## config.mk

```make
export PLATFORM = sky130hd
export DESIGN_NAME = multichannel_moving_average
export DESIGN_NICKNAME = d
export VERILOG_FILES = /design/src/rtl/mma_pkg.sv /design/src/rtl/mma_cell.sv /design/src/rtl/mma_chan.sv /design/src/rtl/multichannel_moving_average.sv
export SDC_FILE = /design/constraint.sdc
export NUM_CORES = 1
export LEC_CHECK = 0
export BUFFER_PORTS_ARGS = -buffer_cell sky130_fd_sc_hd__buf_2
export CORE_ASPECT_RATIO = 1.5
export CORE_MARGIN = 2
export CORE_UTILIZATION = 35
export CTS_BUF_LIST = sky130_fd_sc_hd__clkbuf_4
export DETAILED_ROUTE_END_ITERATION = 10
export PLACE_DENSITY_LB_ADDON = 0.1
export SETUP_SLACK_MARGIN = 0.2
export SLEW_MARGIN = 30
export SYNTH_ARGS = -nofsm -noshare
export SYNTH_HDL_FRONTEND = slang
export SYNTH_HIERARCHICAL = 1
export SYNTH_SLANG_ARGS = --single-unit
```

## constraint.sdc

```tcl
create_clock -name clk -period 26.1 [get_ports clk]
set_input_delay 0 -clock clk [delete_from_list [all_inputs] [get_ports clk]]
set_output_delay 0 -clock clk [all_outputs]
set_load 0.02 [all_outputs]
```

## src/rtl/mma_pkg.sv

```systemverilog
// Shared types and constants of the multichannel moving-average block.
// Used by mma_cell, mma_chan and multichannel_moving_average; depends on nothing.
`default_nettype none

package mma_pkg;

  // Window length in scans and number of active channels.
  localparam int WINDOW   = 8;
  localparam int CHANNELS = 8;

  // Fixed shape of one scan and one result on the stream ports.
  localparam int FIELDS   = 8;
  localparam int SAMPLE_W = 12;
  localparam int TDATA_W  = FIELDS * SAMPLE_W;

  // Fill counter width and width of a per-channel running sum.
  localparam int CNT_W = $clog2(WINDOW);
  localparam int SUM_W = SAMPLE_W + CNT_W;

  // Division by WINDOW is done as a multiply by a rounded-up reciprocal.
  // With the shift set to SUM_W + CNT_W the quotient is exact for every sum.
  localparam int REC_SHIFT = SUM_W + CNT_W;
  localparam int REC_W     = SUM_W + 1;
  localparam int PROD_W    = SUM_W + REC_W;
  localparam logic [REC_W-1:0] REC_MULT =
    REC_W'(((64'd1 << REC_SHIFT) + 64'(WINDOW) - 64'd1) / 64'(WINDOW));

  typedef logic [SAMPLE_W-1:0] sample_t;
  typedef logic [SUM_W-1:0]    sum_t;
  typedef logic [CNT_W-1:0]    cnt_t;
  typedef sample_t [CHANNELS-1:0] scan_t;

  // Control for the per-channel accumulators.
  typedef struct packed {
    logic load;  // a scan was taken: update the running sum
    logic drop;  // the window is full: remove the oldest sample
  } acc_ctl_t;

endpackage

`default_nettype wire

```

## src/rtl/mma_cell.sv

```systemverilog
// One cell of the scan delay line: holds one scan and passes it on.
// Depends on mma_pkg.
`default_nettype none

module mma_cell (
  input  wire logic          clk,
  input  wire logic          shift,
  input  wire mma_pkg::scan_t d,
  output      mma_pkg::scan_t q
);

  mma_pkg::scan_t scan_r;

  always_ff @(posedge clk) begin
    if (shift) begin
      scan_r <= d;
    end
  end

  assign q = scan_r;

endmodule

`default_nettype wire

```

## src/rtl/mma_chan.sv

```systemverilog
// Running sum of one channel and its division by the window length.
// Depends on mma_pkg.
`default_nettype none

module mma_chan (
  input  wire logic              clk,
  input  wire logic              rst_n,
  input  wire mma_pkg::acc_ctl_t ctl,
  input  wire mma_pkg::sample_t  add,
  input  wire mma_pkg::sample_t  sub,
  output      mma_pkg::sample_t  mean
);

  mma_pkg::sum_t                   sum_r;
  mma_pkg::sum_t                   sum_nxt;
  mma_pkg::sum_t                   sub_ext;
  logic [mma_pkg::PROD_W-1:0]      prod;

  assign sub_ext = ctl.drop ? mma_pkg::SUM_W'(sub) : '0;
  assign sum_nxt = sum_r - sub_ext + mma_pkg::SUM_W'(add);

  always_ff @(posedge clk) begin
    if (!rst_n) begin
      sum_r <= '0;
    end else if (ctl.load) begin
      sum_r <= sum_nxt;
    end
  end

  // The true sum never exceeds WINDOW * 4095, so the quotient fits 12 bits.
  assign prod = mma_pkg::PROD_W'(sum_r) * mma_pkg::PROD_W'(mma_pkg::REC_MULT);
  assign mean = prod[mma_pkg::REC_SHIFT +: mma_pkg::SAMPLE_W];

endmodule

`default_nettype wire

```

## src/rtl/multichannel_moving_average.sv

```systemverilog
// Multichannel moving average: per-channel truncated mean over the last WINDOW scans.
// Throughput: one scan per cycle unless a result in the sums waits behind a stalled output.
// Latency: the accepting edge updates the running sums; the output register then loads their
// quotient once it is free, and out_tvalid rises with it.
// The first WINDOW-1 scans after reset give no result; the delay line needs no clearing.
// Reset (rst_n low, synchronous) clears the running sums, fill count and valid flags.
// Depends on mma_pkg, mma_cell and mma_chan.
`default_nettype none

module multichannel_moving_average (
  input  wire logic                        clk,
  input  wire logic                        rst_n,
  // Input scans.
  input  wire logic                        in_tvalid,
  output      logic                        in_tready,
  input  wire logic [mma_pkg::TDATA_W-1:0] in_tdata,   // sample_ch0 .. sample_ch7, 12 bits each
  // Window means.
  output      logic                        out_tvalid,
  input  wire logic                        out_tready,
  output      logic [mma_pkg::TDATA_W-1:0] out_tdata   // mean_ch0 .. mean_ch7, 12 bits each
);

  // The scans travel down a row of cells, one cell per scan of the window.
  // Cell 0 takes the newest scan; the last cell holds the oldest, which is
  // the one dropped from the running sums once the window is full.
  mma_pkg::scan_t chain [mma_pkg::WINDOW+1];

  logic              in_acc;      // input transaction at this edge
  logic              out_free;    // the output register can take a new result
  logic              full_r;      // WINDOW scans have been seen
  logic              full_nxt;
  mma_pkg::cnt_t     cnt_r;       // scans seen while filling
  logic              m_valid_r;   // the running sums hold a result not yet sent
  logic              m_valid_nxt;
  logic              out_valid_r;
  mma_pkg::acc_ctl_t acc_ctl;
  mma_pkg::sample_t  mean   [mma_pkg::CHANNELS];
  mma_pkg::sample_t  mean_r [mma_pkg::CHANNELS];

  // Handshake. A result waiting in the output register does not block the
  // input: the sums are a second stage, so a scan is taken whenever the
  // sums are free or their result moves to the output in the same cycle.
  assign out_free  = !out_valid_r || out_tready;
  assign in_tready = !m_valid_r || out_free;
  assign in_acc    = in_tvalid && in_tready;

  // Unpack the incoming transaction into the head of the chain.
  for (genvar c = 0; c < mma_pkg::CHANNELS; c++) begin : g_unpack
    assign chain[0][c] = in_tdata[c*mma_pkg::SAMPLE_W +: mma_pkg::SAMPLE_W];
  end

  for (genvar k = 0; k < mma_pkg::WINDOW; k++) begin : g_cell
    mma_cell u_cell (
      .clk   (clk),
      .shift (in_acc),
      .d     (chain[k]),
      .q     (chain[k+1])
    );
  end

  // Fill tracking: the scan that completes the window gives the first result.
  assign full_nxt = full_r || (cnt_r == mma_pkg::CNT_W'(mma_pkg::WINDOW - 1));

  always_ff @(posedge clk) begin
    if (!rst_n) begin
      cnt_r  <= '0;
      full_r <= 1'b0;
    end else if (in_acc && !full_r) begin
      cnt_r  <= cnt_r + 1'b1;
      full_r <= full_nxt;
    end
  end

  // The oldest scan is only subtracted once every cell has been written.
  assign acc_ctl.load = in_acc;
  assign acc_ctl.drop = full_r;

  for (genvar c = 0; c < mma_pkg::CHANNELS; c++) begin : g_chan
    mma_chan u_chan (
      .clk   (clk),
      .rst_n (rst_n),
      .ctl   (acc_ctl),
      .add   (chain[0][c]),
      .sub   (chain[mma_pkg::WINDOW][c]),
      .mean  (mean[c])
    );
  end

  // Result valid for the current sums.
  always_comb begin
    m_valid_nxt = m_valid_r;
    if (in_acc) begin
      m_valid_nxt = full_nxt;
    end else if (out_free) begin
      m_valid_nxt = 1'b0;
    end
  end

  always_ff @(posedge clk) begin
    if (!rst_n) begin
      m_valid_r   <= 1'b0;
      out_valid_r <= 1'b0;
    end else begin
      m_valid_r <= m_valid_nxt;
      if (out_free) begin
        out_valid_r <= m_valid_r;
      end
    end
  end

  // Output register: loads the quotient of the sums as they leave.
  always_ff @(posedge clk) begin
    if (out_free && m_valid_r) begin
      mean_r <= mean;
    end
  end

  assign out_tvalid = out_valid_r;

  // Channels above CHANNELS read as zero.
  for (genvar c = 0; c < mma_pkg::FIELDS; c++) begin : g_pack
    if (c < mma_pkg::CHANNELS) begin : g_used
      assign out_tdata[c*mma_pkg::SAMPLE_W +: mma_pkg::SAMPLE_W] = mean_r[c];
    end else begin : g_unused
      assign out_tdata[c*mma_pkg::SAMPLE_W +: mma_pkg::SAMPLE_W] = '0;
    end
  end

  // A result is only ever pending once the window has filled.
  a_result_needs_full : assert property (@(posedge clk) disable iff (!rst_n)
    m_valid_r |-> full_r)
    else $error("result pending before the window filled");

  // The window stays full until reset.
  a_full_sticks : assert property (@(posedge clk) disable iff (!rst_n)
    full_r |=> full_r)
    else $error("window full flag dropped");

  // While filling, each scan advances the fill count by one.
  a_fill_count : assert property (@(posedge clk) disable iff (!rst_n)
    (in_acc && !full_r && !full_nxt) |=> (cnt_r == $past(cnt_r + 1'b1)))
    else $error("fill count did not advance");

  // The sums are never overwritten while their result is stuck behind the output.
  a_no_overwrite : assert property (@(posedge clk) disable iff (!rst_n)
    in_acc |-> (!m_valid_r || out_free))
    else $error("pending result overwritten");

endmodule

`default_nettype wire
```

==> results of run 1 <==
-- where the power goes --
part,switching [mW],internal [mW],total [mW]
sequential,0.0758,1.88,1.96
combinational,0.566,0.412,0.977
clock,0.638,0.713,1.35
-- critical path, cell delays in order (launching register included) --
cell,delay [ns]
dfxtp_1,0.36
nand3b_4,0.10
and2_4,0.57
buf_4,0.71
buf_4,0.75
buf_4,0.67
buf_4,0.84
o21ai_0,0.21
and2_1,0.20
-- area by class of cell --
| cell class | instances | area share |
|---|---|---|
| multi-input combinational | 1230 | 0.201 |
| clock buffer | 390 | 0.0601 |
| antenna | 3 | 0.000154 |
| sequential | 990 | 0.584 |
| timing repair buffer | 465 | 0.0757 |
| clock inverter | 59 | 0.00632 |
| inverter | 419 | 0.0323 |
| tap | 1550 | 0.0398 |
-- synth_stat cells (all sizes together), types with 27 or more instances --
| library cell | count |
|---|---|
| nand2 | 90 |
| buf | 121 |
| clkbuf | 30 |
| edfxtp | 864 |
| fa | 96 |
| ha | 122 |
| o21a | 40 |
| o21ai | 103 |
| xnor2 | 39 |
| inv | 419 |
| nand3 | 72 |
| nor2b | 35 |
| and2 | 114 |
| dfxtp | 126 |
| nor3 | 27 |
| nor2 | 96 |
| a21oi | 100 |
| mux2i | 39 |
-- flip-flops by register name (all words and copies together), names as in the netlist --
signal / count
cnt_r: 3
full_r: 1
g_cell.u_cell/q: 768
g_chan.u_chan/sum_r: 120
m_valid_r: 1
out_tdata: 96
out_tvalid: 1
-- what timing repair did --
action | CTS | global route
setup endpoints to repair | 0 | 0
buffers inserted | 0 | 0
hold buffers | 250 | 0
endpoints found under the hold margin | 407 | 0
gates resized for setup | 0 | 0
-- final timing paths --
| path | slack [ns] | from | cells after the start | end |
|---|---|---|---|---|
| max reg2reg | 21.35 | m_valid_r | 8 | g_chan[1].u_chan/sum_r[2] |
| max | 21.35 | m_valid_r | 8 | g_chan[1].u_chan/sum_r[2] |
| min | 0.17 | in_tdata[45] | 3 | g_cell[0].u_cell/q[45] |
| min reg2reg | 0.38 | g_cell[5].u_cell/q[17] | 0 | g_cell[6].u_cell/q[17] |
-- stage by stage --
step	worst slack (ns)	total power [mW]	utilization	cells	area, sq um
2_1_floorplan	4.21	2.82	-	2790	40900
3_3_place_gp	21.38	2.93	0.371	4403	42900
3_5_place_dp	21.25	2.94	0.371	4404	43000
4_1_cts	21.25	4.38	0.421	5103	48700
5_1_grt	20.92	4.60	0.421	5106	48700
6_report	21.35	4.28	0.421	5106	48700
-- cell families after synthesis --
group | after synthesis
DFF | 990
buffers and inverters | 570
and+or+nand+nor | 543
AOI/OAI and AO/OA | 378
adders and majority gates | 218
xor gates and xnor gates | 48
muxes | 43
-- metal layers --
metal / share of wire / track usage
met5: 0 / 0
met4: 0.032 / 0.0666
met3: 0.048 / 0.0384
met2: 0.49 / 0.234
met1: 0.43 / 0.173
==> flow_results.org, run 1 <==
** Status
- Run status :: finished clean

** STA
- Summed over all failing endpoints, the final setup total negative slack is 0 ns.
- Time the final worst path needs with I/O delays and setup :: ~4.8 ns
- Unrepaired setup endpoints after global routing :: no
- Hold violation total from the final report :: 0
- Setup violation total in the final timing report :: 0
- Worst clock skew :: 0.0824 ns
- Relative slew slack :: 0.369
- Worst hold slack :: around 0.17 ns
- The max-slew violation total from the final report came to 0.
- Derived from the worst setup path, the maximum achievable clock frequency is 210 MHz.
- In the finished design, the share of the clock period the worst path needs comes to 0.182.
- Measured slew at the worst slew-check pin :: 0.946 ns

** Detailed routing
- Once detail routing completed, the nets flagged for antenna violations numbered 0.
- Routed via count :: between 20000 and 25000
- Number of design-rule violations left by the first detailed-router iteration :: 1258
- The pre-antenna-repair detailed-routing pass consisted of 6 iterations.
- Using the TritonRoute via totals, the vias-per-cell ratio works out to 4.55.
- Total length of routed wires :: between 80 and 90 mm
- After detailed routing, the number of remaining DRC violations is 0.
- After detailed routing, the average wire length per cell comes to between 15 and 20 microns.

** Placed design
- After legalization and detailed placement, the total HPWL measured around 51 mm.
- Weighted congestion at the end of routability-driven global placement :: about 0.79
- Buffers placed on the I/O ports in this run total 197.

** Critical path
- In this run the worst path has a maximum fanout of 75.
- For the worst setup path, the data required time is 27.10 ns.
- Category of the worst setup path launch point :: flop
- The setup path with the least slack is of type flop to flop.
- Crit end category :: flop
- Data on the critical path arrives at its endpoint at 5.75 ns.

** Die
- Measured along the x axis, the die boundary spans 283 microns.
- Top Ports :: 198
- For this configuration, the core starts out at a cell density of 0.353.
- Number of core rows :: 153
- Die height :: 423 microns
- The floorplan step defined a die boundary enclosing approximately 0.12 sq mm.
- The region available for standard cell placement spans 0.116 sq mm.

** Synthesis
- edfxtp_1 takes more of the synthesized area than any other cell.
- Each instance of the synthesized netlist takes up on average 14.7 sq um.
- Yosys printed 6 warnings.
- Area share of the largest cell type after synthesis :: 0.635
- Post-synthesis sequential area ratio :: 0.696
- Synth Area in Compound Gates :: 0.0622
- Dominant register cell in the synthesized netlist :: edfxtp_1
- The synthesized design contains 864 enable-type register cells.
- For this run, asynchronously set or reset flops after synthesis account for 0.
- Synthesized-area fraction occupied by xor and xnor cells :: 0.0103
- Synthesis produced a netlist whose cell count is 2790.
- Synthesis produced a netlist with a net count of between 3000 and 4000.
- Measured against the total synthesized area, the mux share comes to 0.0107.
- Cell area after technology mapping :: between 0.04 and 0.05 sq mm
- Sorting the synthesized cells by area gives the leading types as edfxtp_1, dfxtp_1, fa_1.
- FF+latch count, synth :: 990
- By area, the combinational part of the netlist is dominated by adder cells.
- After synthesis, the netlist uses 74 different library cells.
- Of the total synthesized cell area, the portion taken by full adders, half adders and majority gates is 0.0843.
- Of the total synthesized cell area, the portion taken by AND, OR, NAND and NOR gates is 0.0725.

** Clock network
- The H-tree was split into 5 levels.
- At the later pin of the worst-skew pair, clock insertion delay measures about 1.2 ns.
- Clock sink count :: 990
- Clock tree synthesis inserted a total of around 270 buffers.
- CTS tree :: yes
- Largest buffer count on any clock path :: 4
- Root Driver :: clkbuf_4
- Clock-pin slew was measured on the worst setup and hold paths at 0.07 ns.

** Layout
- The filler cells instantiated in the layout total 10784.
- Commonest non-fill, non-tap cell in the layout :: edfxtp_1
- Registers take 0.0285 sq mm.
- Share of cells above drive strength 1 :: 0.189
- Area Growth Syn to Fin :: 19.2%
- In the final design database the tool counted 3698 nets.
- Area of combinational cells with multiple inputs :: just under 0.01 sq mm
- Most frequent cells in the layout :: edfxtp_1, inv_1, clkbuf_4

** GRT
- The number of antenna violations at the first check in global routing came to 6.
- The first global-routing pass estimated 134 mm of wire.
- Overall overflow remaining after global route :: 0
- Entering global routing, the biggest net connects between 100 and 150 pins.
- The via count of the first global-routing pass came to 25306.
- For this run, the total global-route usage over all layers was measured as 0.142.

** Run
- Reported max-cap violation count :: 0

** Power and ir drop
- Power spread over the standard cell area amounts to approximately 88 mW/mm^2.
- Worst IR drop on VDD :: 0.0465 mV
- P_leak :: 19.1 nW

** Worst hold path
- HP Class :: input port to flop
No activity file was read; power rests on OpenSTA's default activity.
==> run 2, diff against run 1 <==
--- a/config.mk
+++ b/config.mk
@@ -5,6 +5,7 @@
 export SDC_FILE = /design/constraint.sdc
 export NUM_CORES = 1
 export LEC_CHECK = 0
+export ABC_AREA = 1
 export BUFFER_PORTS_ARGS = -buffer_cell sky130_fd_sc_hd__buf_2
 export CORE_ASPECT_RATIO = 1.5
 export CORE_MARGIN = 2
==> constraint.sdc (replaced) <==
create_clock -name clk -period 4.4 [get_ports clk]
set_input_delay 0 -clock clk [delete_from_list [all_inputs] [get_ports clk]]
set_output_delay 0 -clock clk [all_outputs]
set_load 0.02 [all_outputs]
==> flow_results.org, run 2 <==
** Status
- The flow ran to the end, and the final reports show no timing, DRC or antenna violations.

** Clock network
- Clock Pin Slew Worst Setup and Hold Paths :: 0.07 ns
- Buffers added to address setup during post-CTS repair amount to 0.
- For this design, the CTS-stage hold fixing added 282 buffers.
- Counting every sink on the clock net gives 990.
- Clock latency of the later-clocked register in the worst-skew pair :: 1.18 ns
- Total CTS buffers :: 274
- H-Tree Level Count :: 5
- In this run the clock root is driven by a clkbuf_4.
- Largest buffer count on any clock path :: 4
- In this run, post-CTS repair resized a total of 0 instances.
- TritonCTS built the clock tree.

** Synthesis
- Measured against the total synthesized area, the mux share comes to 0.
- Commonest cells in the netlist :: inv_1, edfxtp_1, nand2_1
- Cell types occupying the most area after synthesis :: edfxtp_1, inv_1, nand2_1
- Of the total synthesized cell area, the portion taken by AND, OR, NAND and NOR gates is 0.102.
- The biggest area contributor in the post-synthesis netlist is edfxtp_1.
- Cell area after technology mapping :: approximately 0.042 sq mm
- Dominant register cell in the synthesized netlist :: edfxtp_1
- By area, the combinational part of the netlist is dominated by buffers and inverters.
- Of the total synthesized cell area, the portion taken by full adders, half adders and majority gates is 0.0811.
- For this run, asynchronously set or reset flops after synthesis account for 0.
- The share of the synthesized area in compound gates (AO/OA/AOI/OAI) is 0.0312.
- Net count of the mapped netlist :: 3944
- Area share of the largest cell type after synthesis :: 0.611
- Synthesized-area fraction occupied by xor and xnor cells :: 0.00989
- Number of flops mapped to enable cells by yosys :: 864
- Counting every instance in the synthesized netlist gives 3626.
- During synthesis, Yosys emitted a total of 6 warnings.
- The average instance in the mapped netlist occupies 11.7 sq um.
- FF+latch count, synth :: between 900 and 1000
- After synthesis, the netlist uses 26 different library cells.
- Post-synthesis sequential area ratio :: 0.670
- Leading cell type by number of instances after synthesis :: inv_1

** Die
- Width of the chip :: 289 microns
- Top Ports :: 198
- The initial utilization of the core area, before any placement, comes to 0.353.
- The initialized floorplan defines around 160 standard-cell rows.
- Floorplan core area :: 0.120 sq mm
- The die covers between 0.1 and 0.15 sq mm.
- In this run the vertical extent of the chip is 431 microns.

** Detailed routing
- In the final routing, the length of wire on met1 measures 39.0 mm.
- In this run, the number of DRC markers left after iteration 0 of detailed routing was 1266.
- Met2 WL post-DR :: 41.7 mm
- Highest routing layer actually used :: met4
- The first detailed-routing pass took 5 iterations.
- Total length of routed wires :: 86.6 mm
- The detailed router placed 25463 vias in this run.
- In the routed layout, each cell is associated on average with a via count of 4.21.
- DR WL/cell :: 14.3 microns
- Wire segments on met3 add up to 3.89 mm in the final route.
- The count of nets left with antenna violations once routing finished came out at 0.
- For this run, design rule violations remaining after detail routing come to 0.

** Placed design
- In this run the tool buffered the top-level ports with between 150 and 200 buffer cells.
- In this run the cell area measured after placement is about 0.045 sq mm.
- Detailed placement ended at an HPWL of 54.3 mm.
- Routability-driven placement finished with a final weighted congestion of 0.799.

** Layout
- Area Growth Syn to Fin :: 21.0%
- Most frequent cells in the layout :: inv_1, edfxtp_1, nand2_1
- The finished cells cover 0.0514 sq mm.
- The library cell used most frequently in the layout, excluding fill and tap cells, is inv_1.
- Of the cells placed in the final design, the portion with a size suffix greater than 1 is 0.180.
- The register with the most flip-flops in the layout has 768 of them.
- Total Nets Final :: roughly 4600

** Critical path
- Crit Path Category :: flop to flop
- Category of the worst setup path launch point :: flop
- Arrival time of the worst setup path :: 4.21 ns
- Data required time at the worst endpoint :: 5.42 ns
- STA classifies the critical path endpoint as a flop.
- Top fanout value on the critical path :: 48

** GRT
- The number of antenna violations at the first check in global routing was 5.
- The total overflow left after global routing is 0.
- The first global-routing pass estimated about 140 mm of wire.
- Vias in the first global route :: ~27000
- In the global route stage, overall resource usage came out at 0.144.
- Maximum number of pins on one net before global-route repair :: 149

** Power and ir drop
- Worst IR drop on VDD :: roughly 0.22 mV
- In this run the power density over the cells is between 400 and 500 mW/mm^2.
- After layout, the design draws a total of 24.8 mW.
- P_leak :: around 23 nW

** STA
- Hold violation total from the final report :: 0
- Final total negative setup slack :: 0 ns
- Time the final worst path needs with I/O delays and setup :: 3.19 ns
- Measured slew at the worst slew-check pin :: about 0.90 ns
- Setup repair after global routing left no endpoint under its margin.
- Worst clock skew :: 0.0641 ns
- Ratio of final minimum period to clock period :: 0.725
- For this run, the top clock speed supported by timing is approximately 310 MHz.
- Relative slew slack :: 0.400
- The max-slew violation total from the final report came to 0.
- Setup violations remaining at the end of the flow were counted as 0.

** Worst hold path
- HP Class :: input port to flop

** Run
- The tool flagged a number of max-cap violations equal to 0.
## run 2: changes by cell type in the layout (fill, tap and decap cells not counted), moves of 24 or more
cell	change
dlygate4sd3_1	+32
and2_1	-113
o21a_1	-39
nor3_1	-27
a21oi_1	+64
nand2_2	+24
nand3_2	+52
inv_1	+522
nand2_1	+600
mux2i_1	-39
nor2b_1	-31
nor2_2	+36
o21ai_0	-27
## run 2: per-stage QoR
step / setup WS [ns] / util / hold slack, ns / std cells
after global placement: 1.20 / 0.375 / 0.195 / 5297
after global routing: 0.896 / 0.427 / 0.0186 / 6043
after detailed placement: 1.18 / 0.375 / 0.194 / 5297
final: 1.21 / 0.427 / 0.190 / 6043
after CTS: 1.13 / 0.427 / 0.00000588 / 6036
after floorplan: -8.57 / - / 0.0976 / 3626
## run 2: worst paths after layout
path / startpoint / end / slack [ns] / depth (start not counted)
max: full_r / g_chan[4].u_chan/sum_r[8] / 1.21 / 13
min: in_tdata[22] / g_cell[0].u_cell/q[22] / 0.19 / 3
max reg2reg: full_r / g_chan[4].u_chan/sum_r[8] / 1.21 / 13
min reg2reg: g_cell[0].u_cell/q[52] / g_cell[1].u_cell/q[52] / 0.38 / 0
## run 2: where the power goes
| group | leakage, nW | switching [mW] | internal, mW | total, mW |
|---|---|---|---|---|
| combinational | 11.8 | 3.34 | 1.98 | 5.33 |
| sequential | 9.44 | 0.267 | 10.9 | 11.2 |
| clock | 2.06 | 3.73 | 4.55 | 8.28 |
| total | 23.3 | 7.34 | 17.5 | 24.8 |
## run 2: cell type report
| type | instances | area (sq um) |
|---|---|---|
| fillers | 11574 | 69000 |
| clock buffers | 406 | 3050 |
| repair buffers | 501 | 4110 |
| clock inverters | 51 | 362 |
| flip-flops and latches | 990 | 28500 |
| multi-input cells | 1545 | 9800 |
| diodes | 7 | 17.5 |
| inverters | 963 | 3620 |
| well taps | 1580 | 1980 |
## run 2: layer usage
metal / track usage / vias up
li1: - / 12897
met1: 0.181 / 11918
met2: 0.237 / 489
met3: 0.0363 / 159
met4: 0.0587 / 0
met5: 0 / -
## run 2: critical path, stage by stage, from the launching register on
cell and delay (ns):
dfxtp_4 0.87, buf_4 0.38, nand2_1 0.08, inv_1 0.12, fa_1 0.47, fa_1 0.44, nor2_1 0.15, nor2_2 0.07
nor2_1 0.14, nor2_1 0.05, nand2_1 0.06, nand3_2 0.07, nand2_1 0.07, inv_1 0.04
## run 2: logic make-up after synthesis
family | Yosys count
AND/OR/NAND/NOR | 1028
AO/OA/AOI/OAI | 251
buffers and inverters | 1091
adder cells (fa/ha/maj) | 218
XOR/XNOR | 48
flip-flops | 990
